**config.mk**
```make
export PLATFORM = sky130hd
export DESIGN_NAME = pdw_post
export DESIGN_NICKNAME = d
export VERILOG_FILES = /design/src/rtl/pdw_pkg.sv /design/src/rtl/pdw_post.sv
export SDC_FILE = /design/constraint.sdc
export NUM_CORES = 2
export LEC_CHECK = 0
export BUFFER_PORTS_ARGS = -buffer_cell sky130_fd_sc_hd__clkbuf_2
export CAP_MARGIN = 30
export CORE_ASPECT_RATIO = 0.75
export CORE_MARGIN = 4
export CORE_UTILIZATION = 39
export DETAILED_ROUTE_END_ITERATION = 12
export GPL_ROUTABILITY_DRIVEN = 0
export GPL_TIMING_DRIVEN = 0
export MAX_ROUTING_LAYER = met4
export SYNTH_ARGS = -nofsm -noshare
export SYNTH_HDL_FRONTEND = slang
export SYNTH_SLANG_ARGS = --single-unit
export TNS_END_PERCENT = 10
```
**constraint.sdc**
```tcl
create_clock -name i_clk -period 25.3 [get_ports i_clk]
set_input_delay 1.265 -clock i_clk [delete_from_list [all_inputs] [get_ports i_clk]]
set_output_delay 1.265 -clock i_clk [all_outputs]
set_load 0.005 [all_outputs]
```
**src/rtl/pdw_pkg.sv**
```systemverilog
// ----------------------------------------------------------------------------
// pdw_pkg: shared definitions for the phase distortion warp
// Widths, fixed-point constants, mode codes and the sideband structures
// that travel beside the two pipelined dividers.
// ----------------------------------------------------------------------------
package pdw_pkg;

    localparam int POSITION_INT_BITS  = 16;
    localparam int POSITION_FRAC_BITS = 16;
    localparam int INNER_FRAC_BITS    = 24;

    localparam int POS_W      = POSITION_INT_BITS + POSITION_FRAC_BITS;
    localparam int FB         = INNER_FRAC_BITS;
    localparam int MODE_W     = 3;
    localparam int AMT_W      = 16;
    localparam int AMT_FRAC   = 14;
    localparam int DIV_NW     = POS_W + FB;
    localparam int DIV_DW     = POS_W;
    localparam int DIV_STAGES = DIV_NW;
    localparam int PC_W       = FB + 3;
    localparam int P4_W       = FB + 17;
    localparam int LG_W       = FB + 6;
    localparam int LZ_W       = 5;
    localparam int E14_W      = 18;
    localparam int Y_W        = FB + 10;
    localparam int RES_W      = 2 * FB + 8;
    localparam int MUL_W      = (P4_W + 1) + (E14_W + 1);
    localparam int LATENCY    = 2 * DIV_STAGES + 7;

    localparam logic signed [PC_W-1:0]  F_ONE   = PC_W'(64'd1 << FB);
    localparam logic signed [PC_W-1:0]  F_HALF  = PC_W'(64'd1 << (FB - 1));
    localparam logic signed [RES_W-1:0] RES_ONE = RES_W'(64'd1 << FB);
    localparam logic signed [FB:0]      K499    =
        (FB + 1)'(((64'd499 << FB) + 64'd500) / 64'd1000);
    localparam logic signed [AMT_W:0]   AMT_ONE = (AMT_W + 1)'(64'd1 << AMT_FRAC);
    localparam logic [DIV_NW-1:0]       PC_LIM  = DIV_NW'(64'd1 << (FB + 1));
    localparam logic [DIV_NW-1:0]       P4_LIM  = DIV_NW'(64'd1 << (FB + 15));
    localparam logic [DIV_NW-1:0]       POW_NUM = DIV_NW'(64'd1 << (2 * AMT_FRAC));
    localparam logic [Y_W:0]            Y_FMASK = (Y_W + 1)'((64'd1 << FB) - 64'd1);

    typedef enum logic [MODE_W-1:0] {
        MODE_PASS     = 3'd0,
        MODE_PULSE    = 3'd1,
        MODE_SQUARE   = 3'd2,
        MODE_TRIANGLE = 3'd3,
        MODE_DSINE    = 3'd4,
        MODE_SAWTRI   = 3'd5,
        MODE_POW4     = 3'd6,
        MODE_POW8     = 3'd7
    } t_mode;

    typedef struct packed {
        logic                    bypass;
        t_mode                   mode;
        logic [POS_W-1:0]        pos;
        logic [POS_W-1:0]        ws;
        logic [POS_W-1:0]        len;
        logic                    neg;
        logic signed [AMT_W:0]   d;
        logic signed [FB-1:0]    hd;
    } t_side;

    typedef struct packed {
        logic                    bypass;
        t_mode                   mode;
        logic [POS_W-1:0]        pos;
        logic [POS_W-1:0]        ws;
        logic [POS_W-1:0]        len;
        logic                    pc_pos;
        logic                    negq;
        logic signed [PC_W-1:0]  base;
        logic signed [P4_W-1:0]  p4;
        logic signed [P4_W:0]    diff4;
        logic [AMT_W-2:0]        amt;
        logic                    dneg;
        logic [E14_W-1:0]        e14;
        logic signed [LG_W-1:0]  lg;
    } t_mid;

endpackage

```
**src/rtl/pdw_post.sv**
```systemverilog
// ----------------------------------------------------------------------------
// pdw_post: curve finish and window mapping
// Applies the quotient, the double sine blend or the exponential of the
// power curves, clamps to the unit range and maps back into the window.
// ----------------------------------------------------------------------------
module pdw_post (
    input  logic                        i_clk,
    input  logic                        i_rst_n,
    input  logic                        i_valid,
    input  pdw_pkg::t_mid               i_mid,
    input  logic [pdw_pkg::DIV_NW-1:0]  i_quot,
    output logic                        o_valid,
    output logic [pdw_pkg::POS_W-1:0]   o_warped_position
);

    logic signed [pdw_pkg::RES_W-1:0]   qv;
    logic signed [pdw_pkg::RES_W-1:0]   n_q1_res;
    logic [pdw_pkg::E14_W-1:0]          b14;
    logic signed [pdw_pkg::P4_W:0]      op_a;
    logic signed [pdw_pkg::E14_W:0]     op_b;
    logic signed [pdw_pkg::MUL_W-1:0]   n_q1_prod;

    logic                               r_q1_vld;
    pdw_pkg::t_mid                      r_q1_mid;
    logic signed [pdw_pkg::RES_W-1:0]   r_q1_res;
    logic signed [pdw_pkg::MUL_W-1:0]   r_q1_prod;

    logic signed [pdw_pkg::MUL_W-1:0]   prod_sh;
    logic signed [pdw_pkg::Y_W-1:0]     y;
    logic [pdw_pkg::Y_W-1:0]            ny;
    logic [pdw_pkg::Y_W:0]              ysum;
    logic [pdw_pkg::Y_W-pdw_pkg::FB:0]  s;
    logic [pdw_pkg::FB:0]               pval;
    logic signed [pdw_pkg::RES_W-1:0]   res;
    logic [pdw_pkg::FB:0]               n_q2_resc;

    logic                               r_q2_vld;
    logic                               r_q2_bypass;
    logic [pdw_pkg::POS_W-1:0]          r_q2_pos;
    logic [pdw_pkg::POS_W-1:0]          r_q2_ws;
    logic [pdw_pkg::POS_W-1:0]          r_q2_len;
    logic [pdw_pkg::FB:0]               r_q2_resc;

    logic                               r_q3_vld;
    logic                               r_q3_bypass;
    logic [pdw_pkg::POS_W-1:0]          r_q3_pos;
    logic [pdw_pkg::POS_W-1:0]          r_q3_ws;
    logic [pdw_pkg::FB+pdw_pkg::POS_W:0] r_q3_prod;

    logic [pdw_pkg::POS_W-1:0]          n_q4_out;
    logic                               r_q4_vld;
    logic [pdw_pkg::POS_W-1:0]          r_q4_out;

    always_comb begin
        qv       = $signed({1'b0, i_quot[pdw_pkg::RES_W-2:0]});
        n_q1_res = $signed({{(pdw_pkg::RES_W-pdw_pkg::PC_W){i_mid.base[pdw_pkg::PC_W-1]}},
                            i_mid.base})
                 + (i_mid.negq ? -qv : qv);
        b14 = i_mid.dneg ? i_quot[pdw_pkg::E14_W-1:0] : i_mid.e14;
        if (i_mid.mode == pdw_pkg::MODE_DSINE) begin
            op_a = i_mid.diff4;
            op_b = $signed({{(pdw_pkg::E14_W+2-pdw_pkg::AMT_W){1'b0}}, i_mid.amt});
        end else begin
            op_a = $signed({{(pdw_pkg::P4_W+1-pdw_pkg::LG_W){i_mid.lg[pdw_pkg::LG_W-1]}},
                            i_mid.lg});
            op_b = $signed({1'b0, b14});
        end
        n_q1_prod = pdw_pkg::MUL_W'(op_a) * pdw_pkg::MUL_W'(op_b);
    end

    always_ff @(posedge i_clk) begin
        if (!i_rst_n) begin
            r_q1_vld <= 1'b0;
        end else begin
            r_q1_vld <= i_valid;
        end
    end

    always_ff @(posedge i_clk) begin
        r_q1_mid  <= i_mid;
        r_q1_res  <= n_q1_res;
        r_q1_prod <= n_q1_prod;
    end

    always_comb begin
        prod_sh = r_q1_prod >>> pdw_pkg::AMT_FRAC;
        y       = prod_sh[pdw_pkg::Y_W-1:0];
        ny      = -y;
        ysum    = {1'b0, ny} + pdw_pkg::Y_FMASK;
        s       = ysum[pdw_pkg::Y_W:pdw_pkg::FB];
        pval    = {1'b1, y[pdw_pkg::FB-1:0]} >> s;
        unique case (r_q1_mid.mode) inside
            pdw_pkg::MODE_DSINE: begin
                res = $signed({{(pdw_pkg::RES_W-pdw_pkg::P4_W){r_q1_mid.p4[pdw_pkg::P4_W-1]}},
                               r_q1_mid.p4})
                    + $signed(prod_sh[pdw_pkg::RES_W-1:0]);
            end
            pdw_pkg::MODE_POW4, pdw_pkg::MODE_POW8: begin
                if (!r_q1_mid.pc_pos) begin
                    res = '0;
                end else if (!y[pdw_pkg::Y_W-1]) begin
                    res = pdw_pkg::RES_ONE;
                end else begin
                    res = $signed({{(pdw_pkg::RES_W-pdw_pkg::FB-1){1'b0}}, pval});
                end
            end
            default: begin
                res = r_q1_res;
            end
        endcase
        if (res[pdw_pkg::RES_W-1]) begin
            n_q2_resc = '0;
        end else if (res > pdw_pkg::RES_ONE) begin
            n_q2_resc = pdw_pkg::RES_ONE[pdw_pkg::FB:0];
        end else begin
            n_q2_resc = res[pdw_pkg::FB:0];
        end
    end

    always_ff @(posedge i_clk) begin
        if (!i_rst_n) begin
            r_q2_vld <= 1'b0;
            r_q3_vld <= 1'b0;
            r_q4_vld <= 1'b0;
        end else begin
            r_q2_vld <= r_q1_vld;
            r_q3_vld <= r_q2_vld;
            r_q4_vld <= r_q3_vld;
        end
    end

    assign n_q4_out = r_q3_bypass ? r_q3_pos
                    : pdw_pkg::POS_W'({1'b0, r_q3_ws}
                                      + r_q3_prod[pdw_pkg::FB+pdw_pkg::POS_W:pdw_pkg::FB]);

    always_ff @(posedge i_clk) begin
        r_q2_bypass <= r_q1_mid.bypass;
        r_q2_pos    <= r_q1_mid.pos;
        r_q2_ws     <= r_q1_mid.ws;
        r_q2_len    <= r_q1_mid.len;
        r_q2_resc   <= n_q2_resc;
        r_q3_bypass <= r_q2_bypass;
        r_q3_pos    <= r_q2_pos;
        r_q3_ws     <= r_q2_ws;
        r_q3_prod   <= (pdw_pkg::FB+pdw_pkg::POS_W+1)'(r_q2_resc)
                     * (pdw_pkg::FB+pdw_pkg::POS_W+1)'(r_q2_len);
        r_q4_out    <= n_q4_out;
    end

    assign o_valid           = r_q4_vld;
    assign o_warped_position = r_q4_out;

endmodule

```
==> impl_metrics.tcl <==
set metrics [dict create \
    status "completed" \
    area_growth_pct 9.74 \
    ys_ff_latch 500 \
    synth.cell_area_um2 70300 \
    finalSetupTns_ns 0 \
    rsz0062_at_grt "false" \
    nets 10408 \
    critical_path_arrival_ns 12.16 \
    port_buffers 364 \
    clock_latency_ns 0.65 \
    htreeDepth 2 \
    clock_sinks 500 \
    crit_type "in -> reg" \
    syn_avg_cell_area_um2 9.06 \
    synth_nets 9962 \
    drt_first_pass_iters 7 \
    core_region_area_um2 179000 \
    drv_slew 0 \
    layout-drive-gt1-share_pct 6.97 \
    cpPeakStageDelay_ns 0.78 \
    num_vias 56206 \
    grt_pass1_wl_um 358000 \
    yosysSeqAreaShare_pct 14.2 \
    cts_setup_buffers 0 \
    worstSetupStartpointType "input port" \
    grt_pass1_vias 57782 \
    min_period_over_period_pct 46.1 \
    slew_headroom_pct 20.5 \
    die_h_um 376 \
    cts_hold_buf 0 \
    pin_count 368 \
    synthDistinctLibCells 94 \
    grt-ovfl-total 0 \
    root_buffer "clkbuf_16" \
    path_clk_slew_ns 0.06 \
    synthArstFlopShare_pct 0 \
    hpwl_um 203000 \
    maxCapViolations 0 \
    start_util_pct 39.4 \
    antenna_found_initial 35 \
    grt_max_degree 31 \
    ctsResizeCount 0 \
    setup_viol 0 \
    slowest_stage "buf_1" \
    grt_usage_pct 26.0 \
    routed_wl_um 238000 \
    ys_warn_count 0 \
    dieArea_um2 187000 \
    end_kind "flop" \
    num_rows 134 \
    vias_per_cell 5.28 \
    fmax_mhz 85.7 \
    synth_edf_count 0 \
    cts_tree "done" \
    postRouteAntennaNets 0 \
    synth_flop_cell "dfxtp_1" \
    cts-buffers-inserted 51 \
    critical_path_required_ns 25.80 \
    dieWidth_um 498 \
    syn-instance-count 7760 \
    hold_viol_final 0 \
    post-route-drc-count 0 \
    cpMostUsedCell "fa_1" \
    drtIter0Drc 5424 \
    worst_pin_slew_ns 1.19 \
    finalClockSkew_ns 0.0401 \
    n_fill_cell 17605 \
    clock_path_buffers 3 \
    period_minus_slack_ns 11.67 \
    min_path_type "reg -> reg" \
    wl_per_cell_um 22.4 \
    crit_fanout 10 \
]
-- critical path: cells and delay by family --
kind            cells  cell delay [ns]
fa+ha+maj           7             3.42
simple gates        9             2.29
compound gates      9             2.89
buf+inv             7             2.28
-- through the flow --
stage | utilization [%] | instance area (um^2) | instances | setup slack, ns | hold slack, ns
floorplan | - | 70300 | 7760 | 16.18 | 0.310
global placement | 42.1 | 75100 | 10504 | 12.63 | 0.310
detailed placement | 42.2 | 75400 | 10529 | 13.16 | 0.312
CTS | 43.1 | 77000 | 10621 | 13.83 | 0.291
global route | 43.2 | 77200 | 10649 | 13.30 | 0.307
finish | 43.2 | 77200 | 10653 | 13.63 | 0.294
-- flip-flops by register name, summed over array words and instances, names as in the netlist, 25 cells and up --
register	count
r_q1_mid	142
r_q1_res	56
r_q1_prod	47
o_warped_position	32
r_q2_len	32
r_q2_pos	32
r_q2_ws	32
r_q3_pos	32
r_q3_prod	32
r_q3_ws	32
r_q2_resc	25
-- final timing paths --
kind	from	depth (start not counted)	slack, ns	to
hold / removal	r_q2_pos[16]	0	0.29	r_q3_pos[16]
hold reg to reg	r_q2_pos[16]	0	0.29	r_q3_pos[16]
setup reg to reg	r_q2_len[18]	25	15.60	r_q3_prod[54]
setup / recovery	i_mid[273]	32	13.63	r_q1_prod[58]
-- cells by family after synthesis --
logic type      after synthesis  share of synthesized area, %
simple gates               2483                          16.0
flops                       500                          14.2
xor+xnor                    239                          2.98
buf+inv                    1773                          9.55
fa+ha+maj                  1867                          48.2
mux                         100                          1.48
compound gates              798                          7.57
-- synthesized netlist by cell type (56+ instances only) --
cell	instances	area, um^2
inv_1	1429	5360
fa_1	1404	28100
nand2_1	1263	4740
dfxtp_1	500	10000
ha_1	463	5790
nor2_1	457	1720
and2_1	331	2070
clkbuf_1	320	1200
a21oi_1	210	1050
xnor2_1	182	1590
o21ai_0	141	706
a21o_1	103	773
nor3_1	75	375
mux2i_1	69	691
xor2_1	57	499
nand3_1	56	280
-- routing by layer --
layer | vias up | wire (um) | track usage, %
li1 | 24788 | - | -
met3 | 456 | 26800 | 7.91
met4 | 0 | 12300 | 11.3
met2 | 2819 | 104000 | 38.5
met1 | 28143 | 95100 | 32.9
met5 | - | 0 | -
-- cells in the final DEF, fill, tap and decap left out, types with 75 or more instances in the layout --
cell type,netlist,layout
nor3_1,75,75
dfxtp_1,500,500
nor2_1,457,457
fa_1,1404,1404
inv_1,1429,1429
and2_1,331,331
o21ai_0,141,141
a21oi_1,210,209
xnor2_1,182,182
clkbuf_1,320,331
nand2_1,1263,1263
clkbuf_2,1,365
ha_1,463,463
a21o_1,103,103
-- cell type report --
class	count	area [um^2]	area share, %
multi-input cells	5487	53600	69.5
flip-flops and latches	500	10000	13.0
inverters	1429	5360	6.95
well taps	2380	2980	3.86
repair buffers	393	2100	2.72
clock buffers	65	1360	1.76
plain buffers	344	1350	1.75
clock inverters	27	322	0.417
diodes	28	70.1	0.0908
Power is left out: the tool's default activity adds up to more than one toggle a clock period on the data nets, which glitch-free logic cannot reach.
