==> config.mk <==
export PLATFORM = sky130hd
export DESIGN_NAME = pdw_prep
export DESIGN_NICKNAME = d
export VERILOG_FILES = /design/src/rtl/pdw_pkg.sv /design/src/rtl/pdw_prep.sv
export SDC_FILE = /design/constraint.sdc
export NUM_CORES = 1
export LEC_CHECK = 0
export CAP_MARGIN = 25
export CELL_PAD_IN_SITES_DETAIL_PLACEMENT = 2
export CELL_PAD_IN_SITES_GLOBAL_PLACEMENT = 2
export CORE_MARGIN = 10
export CORE_UTILIZATION = 34
export CTS_CLUSTER_SIZE = 14
export DETAILED_ROUTE_END_ITERATION = 7
export DONT_BUFFER_PORTS = 1
export PLACE_DENSITY_LB_ADDON = 0.12
export REMOVE_ABC_BUFFERS = 1
export SKIP_CTS_REPAIR_TIMING = 1
export SYNTH_ARGS = -nofsm -noshare
export SYNTH_HDL_FRONTEND = slang
export SYNTH_SLANG_ARGS = --single-unit
==> constraint.sdc <==
create_clock -name i_clk -period 3.89 [get_ports i_clk]
set_clock_uncertainty 0.15 [all_clocks]
set_input_delay 0.1945 -clock i_clk [delete_from_list [all_inputs] [get_ports i_clk]]
set_output_delay 0.1945 -clock i_clk [all_outputs]
set_load 0.01 [all_outputs]
==> src/rtl/pdw_pkg.sv <==
// ----------------------------------------------------------------------------
// pdw_pkg: shared definitions for the phase distortion warp
// Widths, fixed-point constants, mode codes and the sideband structures
// that travel beside the two pipelined dividers.
// ----------------------------------------------------------------------------
package pdw_pkg;

    localparam int POSITION_INT_BITS  = 16;
    localparam int POSITION_FRAC_BITS = 16;
    localparam int INNER_FRAC_BITS    = 24;

    localparam int POS_W      = POSITION_INT_BITS + POSITION_FRAC_BITS;
    localparam int FB         = INNER_FRAC_BITS;
    localparam int MODE_W     = 3;
    localparam int AMT_W      = 16;
    localparam int AMT_FRAC   = 14;
    localparam int DIV_NW     = POS_W + FB;
    localparam int DIV_DW     = POS_W;
    localparam int DIV_STAGES = DIV_NW;
    localparam int PC_W       = FB + 3;
    localparam int P4_W       = FB + 17;
    localparam int LG_W       = FB + 6;
    localparam int LZ_W       = 5;
    localparam int E14_W      = 18;
    localparam int Y_W        = FB + 10;
    localparam int RES_W      = 2 * FB + 8;
    localparam int MUL_W      = (P4_W + 1) + (E14_W + 1);
    localparam int LATENCY    = 2 * DIV_STAGES + 7;

    localparam logic signed [PC_W-1:0]  F_ONE   = PC_W'(64'd1 << FB);
    localparam logic signed [PC_W-1:0]  F_HALF  = PC_W'(64'd1 << (FB - 1));
    localparam logic signed [RES_W-1:0] RES_ONE = RES_W'(64'd1 << FB);
    localparam logic signed [FB:0]      K499    =
        (FB + 1)'(((64'd499 << FB) + 64'd500) / 64'd1000);
    localparam logic signed [AMT_W:0]   AMT_ONE = (AMT_W + 1)'(64'd1 << AMT_FRAC);
    localparam logic [DIV_NW-1:0]       PC_LIM  = DIV_NW'(64'd1 << (FB + 1));
    localparam logic [DIV_NW-1:0]       P4_LIM  = DIV_NW'(64'd1 << (FB + 15));
    localparam logic [DIV_NW-1:0]       POW_NUM = DIV_NW'(64'd1 << (2 * AMT_FRAC));
    localparam logic [Y_W:0]            Y_FMASK = (Y_W + 1)'((64'd1 << FB) - 64'd1);

    typedef enum logic [MODE_W-1:0] {
        MODE_PASS     = 3'd0,
        MODE_PULSE    = 3'd1,
        MODE_SQUARE   = 3'd2,
        MODE_TRIANGLE = 3'd3,
        MODE_DSINE    = 3'd4,
        MODE_SAWTRI   = 3'd5,
        MODE_POW4     = 3'd6,
        MODE_POW8     = 3'd7
    } t_mode;

    typedef struct packed {
        logic                    bypass;
        t_mode                   mode;
        logic [POS_W-1:0]        pos;
        logic [POS_W-1:0]        ws;
        logic [POS_W-1:0]        len;
        logic                    neg;
        logic signed [AMT_W:0]   d;
        logic signed [FB-1:0]    hd;
    } t_side;

    typedef struct packed {
        logic                    bypass;
        t_mode                   mode;
        logic [POS_W-1:0]        pos;
        logic [POS_W-1:0]        ws;
        logic [POS_W-1:0]        len;
        logic                    pc_pos;
        logic                    negq;
        logic signed [PC_W-1:0]  base;
        logic signed [P4_W-1:0]  p4;
        logic signed [P4_W:0]    diff4;
        logic [AMT_W-2:0]        amt;
        logic                    dneg;
        logic [E14_W-1:0]        e14;
        logic signed [LG_W-1:0]  lg;
    } t_mid;

endpackage

==> src/rtl/pdw_prep.sv <==
// ----------------------------------------------------------------------------
// pdw_prep: curve setup between the two dividers
// Saturates the relative phase, builds the double sine target, the
// logarithm for the power curves and the operands of the second division.
// ----------------------------------------------------------------------------
module pdw_prep (
    input  logic                        i_clk,
    input  logic                        i_rst_n,
    input  logic                        i_valid,
    input  pdw_pkg::t_side              i_side,
    input  logic [pdw_pkg::DIV_NW-1:0]  i_quot,
    output logic                        o_valid,
    output pdw_pkg::t_mid               o_mid,
    output logic [pdw_pkg::DIV_NW-1:0]  o_num,
    output logic [pdw_pkg::DIV_DW-1:0]  o_den
);

    logic [pdw_pkg::FB+1:0]             pc_mag;
    logic [pdw_pkg::FB+15:0]            p4_mag;
    logic [pdw_pkg::FB-1:0]             fr;
    logic signed [pdw_pkg::PC_W-1:0]    dbl;
    logic signed [pdw_pkg::PC_W-1:0]    n_p1_pc;
    logic signed [pdw_pkg::P4_W-1:0]    n_p1_p4;
    logic signed [pdw_pkg::PC_W-1:0]    n_p1_tgt;

    logic                               r_p1_vld;
    pdw_pkg::t_side                     r_p1_side;
    logic signed [pdw_pkg::PC_W-1:0]    r_p1_pc;
    logic signed [pdw_pkg::P4_W-1:0]    r_p1_p4;
    logic signed [pdw_pkg::PC_W-1:0]    r_p1_tgt;

    logic [pdw_pkg::AMT_W:0]            dabs;
    logic [pdw_pkg::FB+1:0]             lx;
    logic [pdw_pkg::LZ_W-1:0]           lz;
    logic [pdw_pkg::FB+1:0]             xs;
    logic [pdw_pkg::LG_W-pdw_pkg::FB-1:0] kk;
    logic signed [pdw_pkg::PC_W-1:0]    hd_ext;
    logic signed [pdw_pkg::PC_W-1:0]    bp;
    logic signed [pdw_pkg::PC_W-1:0]    nsv;
    logic signed [pdw_pkg::PC_W-1:0]    dsv;
    logic [pdw_pkg::PC_W-1:0]           nabs;
    logic                               sub;
    logic                               is_pow;
    pdw_pkg::t_mid                      n_mid;
    logic [pdw_pkg::DIV_NW-1:0]         n_num;
    logic [pdw_pkg::DIV_DW-1:0]         n_den;

    logic                               r_p2_vld;
    pdw_pkg::t_mid                      r_p2_mid;
    logic [pdw_pkg::DIV_NW-1:0]         r_p2_num;
    logic [pdw_pkg::DIV_DW-1:0]         r_p2_den;

    always_comb begin
        pc_mag = (i_quot > pdw_pkg::PC_LIM) ? pdw_pkg::PC_LIM[pdw_pkg::FB+1:0]
                                            : i_quot[pdw_pkg::FB+1:0];
        p4_mag = (i_quot > pdw_pkg::P4_LIM) ? pdw_pkg::P4_LIM[pdw_pkg::FB+15:0]
                                            : i_quot[pdw_pkg::FB+15:0];
        fr     = {i_quot[pdw_pkg::FB-2:0], 1'b0};
        n_p1_pc = i_side.neg ? -$signed({1'b0, pc_mag}) : $signed({1'b0, pc_mag});
        n_p1_p4 = i_side.neg ? -$signed({1'b0, p4_mag}) : $signed({1'b0, p4_mag});
        dbl = $signed({{(pdw_pkg::PC_W-pdw_pkg::FB){1'b0}}, fr});
        if (i_side.neg) begin
            dbl = -dbl;
        end
        n_p1_tgt = i_side.d[pdw_pkg::AMT_W] ? pdw_pkg::F_ONE - dbl : dbl;
    end

    always_ff @(posedge i_clk) begin
        if (!i_rst_n) begin
            r_p1_vld <= 1'b0;
        end else begin
            r_p1_vld <= i_valid;
        end
    end

    always_ff @(posedge i_clk) begin
        r_p1_side <= i_side;
        r_p1_pc   <= n_p1_pc;
        r_p1_p4   <= n_p1_p4;
        r_p1_tgt  <= n_p1_tgt;
    end

    always_comb begin
        n_mid.bypass = r_p1_side.bypass;
        n_mid.mode   = r_p1_side.mode;
        n_mid.pos    = r_p1_side.pos;
        n_mid.ws     = r_p1_side.ws;
        n_mid.len    = r_p1_side.len;
        n_mid.pc_pos = !r_p1_pc[pdw_pkg::PC_W-1] && (r_p1_pc != '0);
        n_mid.p4     = r_p1_p4;
        n_mid.diff4  = $signed({{(pdw_pkg::P4_W+1-pdw_pkg::PC_W){r_p1_tgt[pdw_pkg::PC_W-1]}},
                                r_p1_tgt})
                     - $signed({r_p1_p4[pdw_pkg::P4_W-1], r_p1_p4});
        dabs         = r_p1_side.d[pdw_pkg::AMT_W] ? -r_p1_side.d : r_p1_side.d;
        n_mid.amt    = dabs[pdw_pkg::AMT_W-2:0];
        n_mid.dneg   = r_p1_side.d[pdw_pkg::AMT_W];
        n_mid.e14    = pdw_pkg::E14_W'(pdw_pkg::AMT_ONE)
                     + ((r_p1_side.mode == pdw_pkg::MODE_POW4)
                        ? pdw_pkg::E14_W'({dabs[pdw_pkg::AMT_W-2:0], 2'b00})
                        : pdw_pkg::E14_W'({dabs[pdw_pkg::AMT_W-2:0], 3'b000}));

        lx = r_p1_pc[pdw_pkg::FB+1:0];
        lz = '0;
        for (int i = 0; i < pdw_pkg::FB + 2; i++) begin
            if (lx[i]) begin
                lz = pdw_pkg::LZ_W'(pdw_pkg::FB + 1 - i);
            end
        end
        xs       = lx << lz;
        kk       = (pdw_pkg::LG_W - pdw_pkg::FB)'(1) - {1'b0, lz};
        n_mid.lg = $signed({kk, xs[pdw_pkg::FB:1]});

        hd_ext = $signed({{(pdw_pkg::PC_W-pdw_pkg::FB){r_p1_side.hd[pdw_pkg::FB-1]}},
                          r_p1_side.hd});
        bp     = pdw_pkg::F_HALF + hd_ext;
        nsv    = '0;
        dsv    = pdw_pkg::PC_W'(1);
        sub    = 1'b0;
        is_pow = 1'b0;
        n_mid.base = '0;
        unique case (r_p1_side.mode) inside
            pdw_pkg::MODE_PULSE: begin
                if (r_p1_pc < bp) begin
                    nsv = r_p1_pc;
                    dsv = bp;
                end else begin
                    nsv = r_p1_pc - bp;
                    dsv = pdw_pkg::F_ONE - bp;
                    n_mid.base = pdw_pkg::F_HALF;
                end
            end
            pdw_pkg::MODE_SQUARE: begin
                dsv = pdw_pkg::F_HALF - hd_ext;
                if (r_p1_pc < pdw_pkg::F_HALF) begin
                    nsv = r_p1_pc;
                end else begin
                    nsv = pdw_pkg::F_ONE - r_p1_pc;
                    sub = 1'b1;
                    n_mid.base = pdw_pkg::F_ONE;
                end
            end
            pdw_pkg::MODE_TRIANGLE: begin
                dsv = pdw_pkg::F_HALF - hd_ext;
                if (r_p1_pc < pdw_pkg::F_HALF) begin
                    nsv = r_p1_pc;
                end else begin
                    nsv = r_p1_pc - pdw_pkg::F_HALF;
                    n_mid.base = pdw_pkg::F_HALF;
                end
            end
            pdw_pkg::MODE_SAWTRI: begin
                if (r_p1_pc < pdw_pkg::F_HALF) begin
                    nsv = r_p1_pc;
                    dsv = pdw_pkg::F_HALF - hd_ext;
                end else begin
                    nsv = r_p1_pc - pdw_pkg::F_HALF;
                    dsv = pdw_pkg::F_HALF + hd_ext;
                    n_mid.base = pdw_pkg::F_HALF;
                end
            end
            pdw_pkg::MODE_POW4, pdw_pkg::MODE_POW8: begin
                is_pow = 1'b1;
            end
            default: begin
                nsv = '0;
            end
        endcase
        nabs       = nsv[pdw_pkg::PC_W-1] ? -nsv : nsv;
        n_mid.negq = nsv[pdw_pkg::PC_W-1] ^ sub;
        if (is_pow) begin
            n_num = pdw_pkg::POW_NUM + pdw_pkg::DIV_NW'(n_mid.e14 >> 1);
            n_den = pdw_pkg::DIV_DW'(n_mid.e14);
        end else begin
            n_num = pdw_pkg::DIV_NW'(nabs) << (pdw_pkg::FB - 1);
            n_den = pdw_pkg::DIV_DW'(dsv);
        end
    end

    always_ff @(posedge i_clk) begin
        if (!i_rst_n) begin
            r_p2_vld <= 1'b0;
        end else begin
            r_p2_vld <= r_p1_vld;
        end
    end

    always_ff @(posedge i_clk) begin
        r_p2_mid <= n_mid;
        r_p2_num <= n_num;
        r_p2_den <= n_den;
    end

    assign o_valid = r_p2_vld;
    assign o_mid   = r_p2_mid;
    assign o_num   = r_p2_num;
    assign o_den   = r_p2_den;

endmodule

==> flow_summary_export.csv <==
group,metric,value,unit
outcome,status,"finished, violations left",
outcome,failed_checks,"hold timing, setup timing",
worst_setup_path,cp.arrival,4.34,ns
cells_and_area,fin_util,47.06,%
floorplanning,io_pins,566,
placed_design,place_congestion,0.9003,
power_and_ir_drop,peakVddDrop,0.0003465,V
worst_setup_path,cp_max_fo,5,
placed_design,place_inst,3425,
cts,clkSinkCount,552,
drt,vias_per_cell,5.209,
synth,ys.flop_type,"dfxtp_1",
timing,fin_hold_ws,-0.05061,ns
power_and_ir_drop,p_total,14.02,mW
synth,synth_area_per_cell,9.351,sq um
worst_setup_path,cp-end-kind,"flop",
drt,vias,20230,
drt,wl_per_cell,27.48,microns
cts,cts-root-buf,"clkbuf_16",
power_and_ir_drop,leakagePower,13.05,nW
cts,cts_buffer_depth,3,
power_and_ir_drop,power_density,452.3,mW/mm^2
cells_and_area,n_fill_cell,6816,
cells_and_area,drive_above_1_share,16.83,%
drt,ant_nets,0,
synth,syn-cell-area,0.02261,sq mm
global_routing,grt_pass1_vias,20180,
drt,drt_iter0_drc,1000,
power_and_ir_drop,seqPwrFrac,46.2,%
timing,worst_slack,-0.08148,ns
synth,yosys.cell_types.count,98,
cts,h-tree-depth,2,
power_and_ir_drop,comb_power_share,12.5,%
cts,clk_latency,0.63,ns
timing,fmax,251.8,MHz
power_and_ir_drop,p_int,10.14,mW
synth,yosysWarnings,0,
placed_design,io_buffers,0,
synth,seq_area_frac_synth,48.87,%
hold_path,hp-class,"in -> reg",
global_routing,antenna_found_initial,3,
drt,route.detailed.drc,0,
global_routing,grt_max_degree,66,
worst_setup_path,worst_ep_required_time,4.26,ns
floorplanning,die_x,277.9,microns
timing,hold_viol_final,9,
placed_design,dpl-instance-area,0.02500,sq mm
synth,synth_area_leaders,"dfxtp_1 (49%), ha_1 (4.3%), xnor2_1 (3.6%), nand2_1 (3.6%), a21oi_1 (3.5%)",
timing,period_needed,3.971,ns
global_routing,globalRouteTotalUtil,22.56,%
worst_setup_path,crit_type,"reg -> reg",
timing,tightest_slew,1.057,ns
floorplanning,die-area,0.07722,sq mm
drt,postRouteWirelength,106700,microns
timing,final-setup-viol-count,1,
timing,rsz0062_at_grt,"true",
worst_setup_path,critPathLaunchType,"flop",
timing,fin_crit_sh,102.1,%
timing,report.final.slew_viol_count,0,
synth,ys_async_sr_fraction,0,%
global_routing,grt_pass1_wl,134900,microns
timing,max_slew_margin,29.32,%
cts,cts_buffers,58,
cells_and_area,final_nets,3249,
global_routing,grt-ovfl-total,0,
cells_and_area,postLayoutCellArea,0.03099,sq mm
drt,drtPass1Iterations,5,
synth,synthCells,2418,
placed_design,place_hpwl,72570,microns
flow_run,maxCapViolCount,0,
cells_and_area,stdcell_count,3884,
cts,clk_pin_slew,0.07,ns
synth,synth_top_cell_by_area,"dfxtp_1",
power_and_ir_drop,pwr-share-clk,41.3,%
cells_and_area,syn_to_final_growth,37.08,%
synth,ys_seq_elements,552,
power_and_ir_drop,sw_frac_of_total,27.70,%
synth,synth_edf_count,0,
synth,synth_top_area_share,48.87,%
power_and_ir_drop,p_sw,3.884,mW
floorplanning,die_h,277.9,microns
floorplanning,core-area,0.06586,sq mm
floorplanning,start_util,34.33,%
cts,cts_tree,"built",
floorplanning,rows,94,
## stage by stage
| stage | TNS, ns | setup slack, ns |
|---|---|---|
| after floorplan | -23.41 | -0.9597 |
| after detailed placement | -2.529 | -0.2617 |
| final | -0.08148 | -0.08148 |
| after global routing | -1.044 | -0.1974 |
| after CTS | -1.736 | -0.2490 |
| after global placement | -0.6237 | -0.1349 |
## area by class of cell
cell class,count,area [sq um],area share (%)
well taps,864,1081,3.488
diodes,2,5.005,0.01615
multi-input cells,1632,10990,35.47
flip-flops and latches,552,11060,35.69
clock buffers,87,1750,5.648
clock inverters,22,214.0,0.6903
repair buffers,598,5413,17.46
inverters,127,476.7,1.538
## sequential cells by signal (all words and copies together), names as in the netlist
| register | cells |
|---|---|
| r_p1_side | 15 |
| r_p1_tgt | 26 |
| hd_ext | 24 |
| n_mid | 101 |
| r_p1_p4 | 41 |
| o_num | 43 |
| o_valid | 1 |
| o_den | 25 |
| r_p1_vld | 1 |
| o_mid | 248 |
| r_p1_pc | 27 |
## cells in the mapped netlist (all sizes together), types with 19 or more instances
master / number
a21o: 37
a21oi: 161
a31oi: 20
and2: 29
buf: 81
clkbuf: 72
dfxtp: 552
ha: 77
inv: 124
mux2i: 57
nand2: 220
nand3: 40
nor2: 180
nor3: 68
nor4: 31
o21a: 19
o21ai: 163
o31ai: 22
or3: 19
xnor2: 94
xor2: 65
## worst max-delay path, stage by stage, from the launching register on
cell      delay (ns)
dfxtp_2         0.32
inv_2           0.07
ha_4            0.14
inv_2           0.04
fa_2            0.34
a21o_1          0.22
a221o_1         0.33
a21o_1          0.20
a21oi_2         0.18
xor2_2          0.22
o311ai_4        0.15
nor4_2          0.36
nand4_1         0.20
buf_6           0.18
nand3b_1        0.23
o31ai_2         0.35
xnor2_1         0.18
## cell families after synthesis
family,synth area share (%)
compound gates,16.75
xor+xnor,6.159
fa+ha+maj,4.438
buf+inv,5.628
flops,48.87
mux,2.822
other cells,0.01659
simple gates,15.31
## final timing paths
path                  to  slack, ns       start  cells past startpoint
min reg2reg   o_mid[235]       0.18  n_mid[235]                      0
min          r_p1_tgt[6]      -0.05   i_quot[3]                      5
max reg2reg    o_num[40]      -0.08  r_p1_pc[0]                     16
max            o_num[40]      -0.08  r_p1_pc[0]                     16
## cells in the final DEF, fill, tap and decap left out, types with 19 or more instances in the layout
cell type,netlist,routed
nor3_1,60,55
dfxtp_1,552,543
clkbuf_16,0,58
buf_4,49,253
a21oi_1,158,150
nor2_1,180,177
o21ai_0,154,149
nor4_1,26,23
clkbuf_8,0,19
xor2_1,65,64
mux2i_1,57,57
nand3_1,40,40
dlygate4sd3_1,0,338
inv_1,122,115
and2_1,28,27
nand2_1,218,218
xnor2_1,94,91
ha_1,77,65
a21o_1,37,36
conb_1,1,47
## power groups by stage
stage                     registers (mW)  logic, mW  clock network [mW]
after floorplan                     6.45      0.841                   0
after global placement              6.57       1.24                   0
after detailed placement            6.58       1.29                   0
after CTS                           6.47       1.31                5.80
after global routing                6.51       1.91                6.19
final                               6.48       1.75                5.79
## metal layers
metal,global-route usage [%],routed length [microns]
met1,26.15,42790
met2,39.88,55180
met3,6.079,5414
met4,6.695,3337
met5,0,13
(Power assumes the default switching activity.)
